File: src/sfwp_pkg.sv
// shared types, constants and helpers for the scale frame weight parser
package sfwp_pkg;

  localparam int COEFF_W  = 24;
  localparam int MAG_W    = 20;
  localparam int RAW_W    = 21;
  localparam int PLACES_W = 4;
  localparam int SCALED_W = 45;
  localparam int PROD_W   = MAG_W + COEFF_W;
  localparam int DIV_W    = 30;
  localparam int CNT_W    = $clog2(PROD_W);

  localparam logic [7:0] START_BYTE = 8'h02;
  localparam logic [7:0] END_BYTE   = 8'h03;
  localparam logic [7:0] MINUS_CHAR = 8'h2D;
  localparam logic [7:0] ZERO_CHAR  = 8'h30;
  localparam logic [7:0] NINE_CHAR  = 8'h39;

  localparam logic [3:0] POS_HUNT      = 4'd0;
  localparam logic [3:0] POS_SIGN      = 4'd1;
  localparam logic [3:0] POS_DIG_FIRST = 4'd2;
  localparam logic [3:0] POS_DIG_LAST  = 4'd7;
  localparam logic [3:0] POS_PLACES    = 4'd8;
  localparam logic [3:0] POS_END       = 4'd11;

  localparam logic [1:0] STATUS_GOOD      = 2'd0;
  localparam logic [1:0] STATUS_NO_END    = 2'd1;
  localparam logic [1:0] STATUS_BAD_DIGIT = 2'd2;

  typedef struct packed {
    logic [1:0]          status;
    logic                neg;
    logic [MAG_W-1:0]    mag;
    logic [PLACES_W-1:0] places;
  } job_t;

  function automatic logic [DIV_W-1:0] pow10(input logic [PLACES_W-1:0] p);
    logic [DIV_W-1:0] r;
    case (p)
      4'd0:    r = 30'd1;
      4'd1:    r = 30'd10;
      4'd2:    r = 30'd100;
      4'd3:    r = 30'd1000;
      4'd4:    r = 30'd10000;
      4'd5:    r = 30'd100000;
      4'd6:    r = 30'd1000000;
      4'd7:    r = 30'd10000000;
      4'd8:    r = 30'd100000000;
      default: r = 30'd1000000000;
    endcase
    return r;
  endfunction

endpackage

File: src/sfwp_front.sv
// frame parser: hunts for the start byte and collects sign, digits and places
module sfwp_front
  import sfwp_pkg::*;
(
  input  logic       clk,
  input  logic       rst,
  input  logic       accept,
  input  logic [7:0] rx_byte,
  output logic       job_valid,
  output job_t       job
);

  logic [3:0]          pos;
  logic                neg;
  logic [MAG_W-1:0]    mag;
  logic [PLACES_W-1:0] places;
  logic                fault;

  logic                is_digit;
  logic [3:0]          digit;
  logic [MAG_W+3:0]    mag_wide;

  assign is_digit = (rx_byte >= ZERO_CHAR) && (rx_byte <= NINE_CHAR);
  assign digit    = rx_byte[3:0];
  assign mag_wide = ({4'b0, mag} * 24'd10) + {20'b0, digit};

  always_ff @(posedge clk) begin
    if (rst) begin
      pos    <= POS_HUNT;
      neg    <= 1'b0;
      mag    <= '0;
      places <= '0;
      fault  <= 1'b0;
    end else if (accept) begin
      if (pos == POS_HUNT) begin
        if (rx_byte == START_BYTE) begin
          pos <= POS_SIGN;
        end
      end else if (pos == POS_END) begin
        pos    <= POS_HUNT;
        neg    <= 1'b0;
        mag    <= '0;
        places <= '0;
        fault  <= 1'b0;
      end else begin
        if (pos == POS_SIGN) begin
          neg <= (rx_byte == MINUS_CHAR);
        end else if (pos >= POS_DIG_FIRST && pos <= POS_DIG_LAST) begin
          if (is_digit) begin
            mag <= mag_wide[MAG_W-1:0];
          end else begin
            fault <= 1'b1;
          end
        end else if (pos == POS_PLACES) begin
          if (is_digit) begin
            places <= digit;
          end else begin
            fault <= 1'b1;
          end
        end
        pos <= pos + 4'd1;
      end
    end
  end

  always_comb begin
    job_valid = accept && (pos == POS_END);
    job       = '0;
    if (rx_byte != END_BYTE) begin
      job.status = STATUS_NO_END;
    end else if (fault) begin
      job.status = STATUS_BAD_DIGIT;
    end else begin
      job.status = STATUS_GOOD;
      job.neg    = neg;
      job.mag    = mag;
      job.places = places;
    end
  end

endmodule

File: src/sfwp_jobq.sv
// two-entry queue of parsed frames between parser and scaler
module sfwp_jobq
  import sfwp_pkg::*;
(
  input  logic clk,
  input  logic rst,
  input  logic push,
  input  job_t wdata,
  output logic full,
  input  logic pop,
  output logic empty,
  output job_t rdata
);

  job_t       slots [2];
  logic       wr_ptr;
  logic       rd_ptr;
  logic [1:0] count;

  assign full  = (count == 2'd2);
  assign empty = (count == 2'd0);
  assign rdata = slots[rd_ptr];

  always_ff @(posedge clk) begin
    if (push) begin
      slots[wr_ptr] <= wdata;
    end
  end

  always_ff @(posedge clk) begin
    if (rst) begin
      wr_ptr <= 1'b0;
      rd_ptr <= 1'b0;
      count  <= 2'd0;
    end else begin
      if (push) begin
        wr_ptr <= ~wr_ptr;
      end
      if (pop) begin
        rd_ptr <= ~rd_ptr;
      end
      if (push && !pop) begin
        count <= count + 2'd1;
      end else if (pop && !push) begin
        count <= count - 2'd1;
      end
    end
  end

  a_no_overflow: assert property (@(posedge clk) disable iff (rst) push |-> !full || pop)
    else $error("job queue written while full");
  a_no_underflow: assert property (@(posedge clk) disable iff (rst) pop |-> !empty)
    else $error("job queue read while empty");
  a_count_range: assert property (@(posedge clk) disable iff (rst)
      (count != 2'd3) && ((count == 2'd1) == (wr_ptr != rd_ptr)))
    else $error("job queue count out of step with pointers");

endmodule

File: src/sfwp_back.sv
// scaler: multiply by coefficient, restoring divide by 10^places, result register
module sfwp_back
  import sfwp_pkg::*;
(
  input  logic                       clk,
  input  logic                       rst,
  input  logic                       job_empty,
  input  job_t                       job,
  output logic                       job_pop,
  input  logic [COEFF_W-1:0]         coeff,
  output logic                       empty,
  input  logic                       pop,
  output logic [1:0]                 status,
  output logic signed [RAW_W-1:0]    raw_value,
  output logic [PLACES_W-1:0]        decimal_places,
  output logic signed [SCALED_W-1:0] scaled_weight
);

  localparam logic [1:0] ST_IDLE = 2'd0;
  localparam logic [1:0] ST_MUL  = 2'd1;
  localparam logic [1:0] ST_DIV  = 2'd2;
  localparam logic [1:0] ST_DONE = 2'd3;

  logic [1:0]        state;
  job_t              cur;
  logic [PROD_W-1:0] prod;
  logic [DIV_W-1:0]  rem;
  logic [DIV_W-1:0]  divisor;
  logic [CNT_W-1:0]  cnt;
  logic              out_valid;

  logic [DIV_W:0]    trial;
  logic              ge;

  assign trial   = {rem, prod[PROD_W-1]};
  assign ge      = trial >= {1'b0, divisor};
  assign job_pop = (state == ST_IDLE) && !job_empty;
  assign empty   = !out_valid;

  always_ff @(posedge clk) begin
    if (rst) begin
      state <= ST_IDLE;
    end else begin
      unique case (state)
        ST_IDLE: begin
          if (!job_empty) begin
            state <= ST_MUL;
          end
        end
        ST_MUL: begin
          state <= ST_DIV;
        end
        ST_DIV: begin
          if (cnt == CNT_W'(PROD_W - 1)) begin
            state <= ST_DONE;
          end
        end
        ST_DONE: begin
          if (!out_valid || pop) begin
            state <= ST_IDLE;
          end
        end
        default: begin
          state <= ST_IDLE;
        end
      endcase
    end
  end

  always_ff @(posedge clk) begin
    case (state)
      ST_IDLE: begin
        cur     <= job;
        divisor <= pow10(job.places);
      end
      ST_MUL: begin
        prod <= PROD_W'(cur.mag) * PROD_W'(coeff);
        rem  <= '0;
        cnt  <= '0;
      end
      ST_DIV: begin
        rem  <= ge ? DIV_W'(trial - {1'b0, divisor}) : trial[DIV_W-1:0];
        prod <= {prod[PROD_W-2:0], ge};
        cnt  <= cnt + 1'b1;
      end
      default: begin
      end
    endcase
  end

  always_ff @(posedge clk) begin
    if (rst) begin
      out_valid <= 1'b0;
    end else if (state == ST_DONE && (!out_valid || pop)) begin
      out_valid <= 1'b1;
    end else if (pop) begin
      out_valid <= 1'b0;
    end
  end

  always_ff @(posedge clk) begin
    if (state == ST_DONE && (!out_valid || pop)) begin
      status         <= cur.status;
      decimal_places <= cur.places;
      raw_value      <= cur.neg ? -$signed({1'b0, cur.mag}) : $signed({1'b0, cur.mag});
      scaled_weight  <= cur.neg ? -$signed({1'b0, prod}) : $signed({1'b0, prod});
    end
  end

endmodule

File: src/scale_frame_weight_parser.sv
// top level of the scale frame weight parser with its calibration register
// Usage: received serial bytes enter through push/full/rx_byte, one item per
// clock while full is low. A frame is 0x02, sign, six ascii digits, a places
// digit, two ignored bytes and 0x03; anything before 0x02 is dropped.
// On the last byte of each frame one result item is queued: status,
// raw_value, decimal_places and scaled_weight, read through empty/pop.
// Bytes are taken at one per cycle while full is low; for each frame the
// scaler loads the job, multiplies, runs 44 restoring divide steps and writes
// back the result, and takes the next frame only once it is back in idle.
// A two-entry frame queue sits between parser and scaler; full rises when it
// holds two frames, which only happens if frames arrive faster than the scaler
// finishes them or the result side stalls. A result waits in its output register
// until popped, and the scaler holds its next result behind it.
// cal_coeff lies at byte address 0 of the apb port; the user must write it only
// while the block is idle, which the block does not enforce. Reset empties
// the queues, returns the parser to hunting and loads cal_coeff with 1.0.
module scale_frame_weight_parser
  import sfwp_pkg::*;
#(
  parameter int COEFF_FRAC_BITS = 16
) (
  input  logic                       clk,
  input  logic                       rst,
  input  logic                       psel,
  input  logic                       penable,
  input  logic                       pwrite,
  input  logic [2:0]                 paddr,
  input  logic [31:0]                pwdata,
  output logic [31:0]                prdata,
  output logic                       pready,
  input  logic                       push,
  output logic                       full,
  input  logic [7:0]                 rx_byte,
  output logic                       empty,
  input  logic                       pop,
  output logic [1:0]                 status,
  output logic signed [RAW_W-1:0]    raw_value,
  output logic [PLACES_W-1:0]        decimal_places,
  output logic signed [SCALED_W-1:0] scaled_weight
);

  localparam logic [COEFF_W-1:0] COEFF_ONE =
    (COEFF_FRAC_BITS >= COEFF_W) ? {COEFF_W{1'b1}} : COEFF_W'(64'd1 << COEFF_FRAC_BITS);

  logic [COEFF_W-1:0] cal_coeff;
  logic               accept;
  logic               fq_push;
  job_t               fq_wdata;
  logic               fq_pop;
  logic               fq_empty;
  job_t               fq_rdata;

  assign pready = 1'b1;
  assign prdata = (paddr[2] == 1'b0) ? {8'b0, cal_coeff} : 32'b0;

  always_ff @(posedge clk) begin
    if (rst) begin
      cal_coeff <= COEFF_ONE;
    end else if (psel && penable && pwrite && pready && paddr[2] == 1'b0) begin
      cal_coeff <= pwdata[COEFF_W-1:0];
    end
  end

  assign accept = push && !full;

  sfwp_front u_front (
    .clk       (clk),
    .rst       (rst),
    .accept    (accept),
    .rx_byte   (rx_byte),
    .job_valid (fq_push),
    .job       (fq_wdata)
  );

  sfwp_jobq u_jobq (
    .clk   (clk),
    .rst   (rst),
    .push  (fq_push),
    .wdata (fq_wdata),
    .full  (full),
    .pop   (fq_pop),
    .empty (fq_empty),
    .rdata (fq_rdata)
  );

  sfwp_back u_back (
    .clk            (clk),
    .rst            (rst),
    .job_empty      (fq_empty),
    .job            (fq_rdata),
    .job_pop        (fq_pop),
    .coeff          (cal_coeff),
    .empty          (empty),
    .pop            (pop),
    .status         (status),
    .raw_value      (raw_value),
    .decimal_places (decimal_places),
    .scaled_weight  (scaled_weight)
  );

endmodule

File: config.mk
export PLATFORM = sky130hd
export DESIGN_NAME = scale_frame_weight_parser
export DESIGN_NICKNAME = d
export VERILOG_FILES = /design/src/sfwp_pkg.sv /design/src/sfwp_front.sv /design/src/sfwp_jobq.sv /design/src/sfwp_back.sv /design/src/scale_frame_weight_parser.sv
export SDC_FILE = /design/constraint.sdc
export NUM_CORES = 2
export LEC_CHECK = 0
export BUFFER_PORTS_ARGS = -buffer_cell sky130_fd_sc_hd__buf_2
export CAP_MARGIN = 5
export CORE_AREA = 4 4 240 242
export CTS_CLUSTER_DIAMETER = 80
export DETAILED_ROUTE_END_ITERATION = 12
export DIE_AREA = 0 0 244 246
export PLACE_DENSITY = 0.88
export SYNTH_ARGS = -nofsm -noshare
export SYNTH_HDL_FRONTEND = slang
export SYNTH_HIERARCHICAL = 1
export SYNTH_SLANG_ARGS = --single-unit
export TNS_END_PERCENT = 1
File: constraint.sdc
create_clock -name clk -period 15.1 [get_ports clk]
set_clock_uncertainty 0.15 [all_clocks]
set_input_delay 3.02 -clock clk [delete_from_list [all_inputs] [get_ports clk]]
set_output_delay 3.02 -clock clk [all_outputs]
set_load 0.005 [all_outputs]
Yosys cells after proc, flatten, opt, wreduce, memory -nomap -nowiden
Memories as Yosys holds them, arrays and structs flattened. A register that Yosys moved wholly into a read port is not among the register bits.
Cells that the tools add are included.
Word-level totals
  bits in registers: 240
  bits in writable memories: 54
  memory bits (read-only): 480
  bits of input ports: 50
  output and inout bits: 107
  word-level logic and storage cells: 138
  memories kept: 2
Memories
  (no name shown): words 16, width 30, rd ports 1, clocked after memory_dff 1, wr ports 0, RTL line sfwp_pkg.sv:39  | case (p)
  u_jobq.slots: words 2, width 27, rd ports 1, clocked after memory_dff 1, wr ports 1, RTL line sfwp_jobq.sv:15  | job_t slots [2];
Operators by class
  add/subtract/negate cells: 8
  $mul: 2
  order comparisons: 5
  equal/unequal tests: 17
  multiplexer cells: 42
  bitwise gates (word level): 4
  reduce and logical (&&, ||, !) cells: 34
Operator list (count)
  $mux W20: 5
  $pmux W44 S2: 1
  $pmux W30 S2: 1
  $mux W25: 2
  $neg A44 Y45: 1
  $mul A20 B24 Y44: 1
  $mux W44: 1
  $mux W4: 8
  $ge A31 B30 Y1: 1
  $mux W30: 1
  $sub A30 B30 Y30: 1
  $mux W24: 1
  $neg A20 Y21: 1
  $add A20 B4 Y20: 1
  $mul A20 B3 Y19 const B: 1
  $mux W2: 7
  $reduce_bool A2 Y1: 7
  $mux W1: 13
  $pmux W6 S2: 1
  $logic_and A1 B1 Y1: 11
  $eq A4 B4 Y1 const B: 2
  $eq A8 B2 Y1 const B: 1
  $eq A8 B6 Y1 const B: 1
  $ge A8 B6 Y1 const B: 1
  26 further kinds: 41

Depth between registers and ports, before layout
  depth after elaboration: 8
  depth in mapped cells: 28
  mapped depth without buffers: 25

Hierarchy
The synthesis kept the hierarchy.
Modules (own cells, without submodules)
  sfwp_back: times used 1, cells each 2791, area an instance 26634.3 µm², seq. area each 6095.8 µm²
  sfwp_front: times used 1, cells each 366, area an instance 2880.3 µm², seq. area each 600.6 µm²
  sfwp_jobq: times used 1, cells each 106, area an instance 2153.3 µm², seq. area each 1721.7 µm²
  scale_frame_weight_parser: times used 1, cells each 143, area an instance 1345.0 µm², seq. area each 480.5 µm²

Worst setup path before layout
OpenSTA, ideal clock, no wires.
  path type: reg2reg
  start point: register u_back/cur[6] (netlist name)
  end point: register u_back.prod[36] (data pin)
  setup time: 0.255 ns
  arrival: 7.147 ns
  required time: 14.695 ns
  setup slack: 7.548 ns
  cell stages (with the launch flop): 28
  path buffers: 3
  clock period less this slack: 7.552 ns
  path through: edfxtp_1 > clkbuf_1 > clkbuf_1 > and2_1 > fa_1 > fa_1 > inv_1 > fa_1 > inv_1 > fa_1 > inv_1 > fa_1 > inv_1 > fa_1 > inv_1 > fa_1 > inv_1 > ha_1 > clkbuf_1 > nand4_1 > nor4_1 > nor3_1 > a21oi_1 > a22oi_1 > a21oi_1 > a21oi_1 > or4b_1 > and3_1
On the way
  cells in the longest elaborated chain, start to end: 2
RTL lines
  start, declared: RTL line sfwp_back.sv:25  | job_t cur;
  start signal, assigned: RTL line sfwp_back.sv:73  | cur <= job;
  $mul A20 B24 Y44: RTL line sfwp_back.sv:77  | prod <= PROD_W'(cur.mag) * PROD_W'(coeff);
  $pmux W44 S2: RTL line sfwp_back.sv:71  | case (state)
  end signal, assigned: RTL line sfwp_back.sv:77
  end signal, assigned: RTL line sfwp_back.sv:83  | prod <= {prod[PROD_W-2:0], ge};
  end, declared: RTL line sfwp_back.sv:26  | logic [PROD_W-1:0] prod;
No other way between the ends.
A chain may end at the register's enable or synchronous reset.

Final worst setup path
  start point: register u_back/cur[12] (netlist name)
  end point: register u_back.prod[36] (data pin)
The elaborated chain is that of the path after synthesis.

==> key figures <==
Outcome
  • Status: finished clean

Setup path
  • Element type at the critical path end: register
  • Crit path launch: u_back/cur[12]
  • Crit Path Category: reg -> reg
  • Register-to-register path setup slack: about 6700 ps
  • Max Fanout on Critical Path: 26
  • Setup crit end: u_back/prod[36]
  • Crit start category: register
  • RR Startpoint: u_back/cur[12]
  • CP Data Arrival Time: around 8600 ps
  • WP data required: approximately 15000 ps
  • R2R depth: 22
  • Worst R2R End: u_back/prod[36]

CTS
  • CTS tree: done
  • Worst-path clk slew: roughly 70 ps
  • Worst-Skew Late Latency: 560 ps
  • Num CTS Buffers: 37
  • Total of cells resized after clock tree synthesis: 0
  • Post CTS Setup Buffer Count: 0
  • Max Buffers Root-to-Sink: 3
  • CTS root buf: clkbuf_16
  • H-tree depth: 2
  • Cts hold-fix bufs: 0
  • Clock sink count: 317

Yosys
  • Warnings from Yosys: 6
  • Count of cell types in the netlist: 87
  • Syn Area/Cell: just under 10 um^2
  • EDFF count, synth: 255
  • FFs w/ async S/R, synth: 0%
  • Ys flop type: edfxtp_1
  • Post-synth top area share: 23.95%
  • Top-count cell post-synth: inv_1
  • Synth Register Bits: 317
  • Synth area leader: fa_1
  • Cell area after synthesis: around 33000 um^2
  • Syn Inst Count: ~3400
  • Commonest cells post-synth: inv_1, fa_1, nand2_1
  • Synth top area cells: fa_1, edfxtp_1, ha_1, inv_1, and2_1
  • Sequential fraction of the synthesis area: a little over a quarter

Die
  • # IOs: 157
  • Die ar.: 60020 um^2
  • DIE HEIGHT: roughly 250 um
  • Core Area: about 55000 um^2
  • Die X: ~240 um
  • Cell Rows: 86
  • Starting Density: about three fifths

Detailed routing
  • Drt drc: 0
  • Drt pass-1 iters: 6
  • Vias per cell: slightly below 6
  • Drt first-iter violations: roughly 2300
  • ANT nets after route: 0
  • Routed len/inst: roughly 19 um
  • Final wirelength: 81.98 mm
  • Via count: between 20000 and 25000

Placement
  • Final GP Congestion: about 0.92
  • Place WS: a little under 7000 ps
  • Post-DP HPWL: between 50 and 60 mm
  • IO buf count: ~140

Global routing
  • Initial antenna violation count: 1
  • All-Layer GR Usage: between 20% and 30%
  • Vias in the first global route: ~26000
  • GRT Residual Overflow: 0
  • Largest net degree at the start of global routing: 91
  • First-pass GRT wire length: between 100 and 150 mm

STA
  • Final period util: between 50% and 60%
  • Max_slew headroom: 15.66%
  • Fin. max-slew vios: 0
  • Setup ws final: 6707 ps
  • Final count of negative-setup-slack endpoints: 0
  • FMAX: approximately 120 MHz
  • Transition time of the tightest slew-check pin: around 1300 ps
  • Final hold vios: 0
  • RSZ-0062 raised after global routing: no
  • Setup_tns: 0 ps
  • Tmin final: around 8400 ps
  • Final Hold Slack: between 200 and 300 ps

Job
  • Max-cap violations: 0

Finish
  • Layout filler cell count: between 4000 and 5000
  • Number of diodes: 0
  • Layout area overhead: 7.603%
  • Share of cells above drive strength 1: 9.295%
  • Final Net Count: just over 4000

Pwr
  • Total leakage power: 16.27 nW
  • Power Density: between 100 and 150 nW/um^2
  • Worst IR Drop VDD: approximately 180 uV
  • Pwr Total: 0.004310 W

Worst hold path
  • Min-Delay Path Class: reg -> reg
## per-stage QoR
stage                     util (%)  area, um^2  cells
after detailed placement     62.17       34250   4155
after floorplan                  -       33040   3413
after CTS                    64.48       35520   4223
final                        64.48       35520   4223
after global placement       62.17       34250   4155
after global routing         64.48       35520   4223
## placed cells by master (no fill, tap or decap), types with 62 or more instances in the layout
cell,instances
nand2_1,376
edfxtp_1,255
nor2_1,103
a21oi_1,132
xnor2_1,113
inv_1,505
and2_1,282
fa_1,395
o21ai_0,120
dfxtp_1,62
buf_2,137
ha_1,234
## cell type report
| cell class | instances | area [um^2] | area share, % |
|---|---|---|---|
| Multi-Input combinational cell | 2399 | 21470 | 60.43 |
| Clock buffer | 46 | 979.7 | 2.758 |
| Sequential cell | 317 | 8899 | 25.05 |
| Inverter | 505 | 1896 | 5.336 |
| Clock inverter | 22 | 291.5 | 0.8207 |
| Timing Repair Buffer | 186 | 1054 | 2.966 |
| Tap cell | 748 | 935.9 | 2.635 |
## how the worst min path moves through the flow
stage	endpoint	slack, ps	start	cells after the start
after global routing	u_back/decimal_places[2]	280	u_back/cur[2]	0
after global placement	u_back/decimal_places[0]	250	u_back/cur[0]	0
after floorplan	u_back/decimal_places[0]	250	u_back/cur[0]	0
after CTS	u_back/decimal_places[0]	270	u_back/cur[0]	0
final	u_back/decimal_places[0]	270	u_back/cur[0]	0
after detailed placement	u_back/decimal_places[0]	250	u_back/cur[0]	0
## worst max-delay path: stages, from the launching register on
cell and delay [ps]:
edfxtp_1 1180, and2_1 270, fa_1 460, fa_1 510, ha_1 260, fa_1 540, inv_1 50, fa_1 470
inv_1 60, fa_1 530, inv_1 60, fa_1 530, inv_1 40, ha_1 420, nand4_1 210, nor4_1 420
nor3_1 90, a21oi_1 460, a22oi_1 180, a21oi_1 300, a21oi_1 210, or4b_1 530, and3_1 170
## kinds of logic (layout without fill, tap and decap cells)
kind of cell | after synthesis | in the layout | share of synthesized area [%]
buf+inv | 697 | 759 | 8.183
flops | 317 | 317 | 26.95
mux | 62 | 62 | 2.001
fa+ha+maj | 631 | 631 | 32.90
xor+xnor | 147 | 147 | 3.900
other cells | 2 | 9 | 0.02275
simple gates | 1050 | 1050 | 16.18
compound gates | 500 | 500 | 9.858
## flip-flops by register name, indices dropped and copies added, names as in the netlist, 4 cells and up, named ones only
signal	cells
u_back/rem	30
u_back/decimal_places	4
u_back/prod	44
cal_coeff	24
u_back/scaled_weight	45
u_front/mag	20
u_front/places	4
u_back/cur	26
u_back/raw_value	21
u_back/divisor	23
u_jobq/slots	54
u_front/pos	4
u_back/cnt	6
## where the power goes
group          total (W)  switching (W)  internal [W]
registers        0.00144       0.000182       0.00126
logic            0.00195        0.00124      0.000714
clock network   0.000919       0.000390      0.000529
total            0.00431        0.00181       0.00250
## per-layer routing
| layer | track usage, % | share of wire, % |
|---|---|---|
| met3 | 5.888 | 9.1 |
| met4 | 13.70 | 5.4 |
| met5 | 0 | 0.028 |
| met2 | 46.07 | 48 |
| met1 | 33.63 | 37 |
No activity file was read; power rests on OpenSTA's default activity.
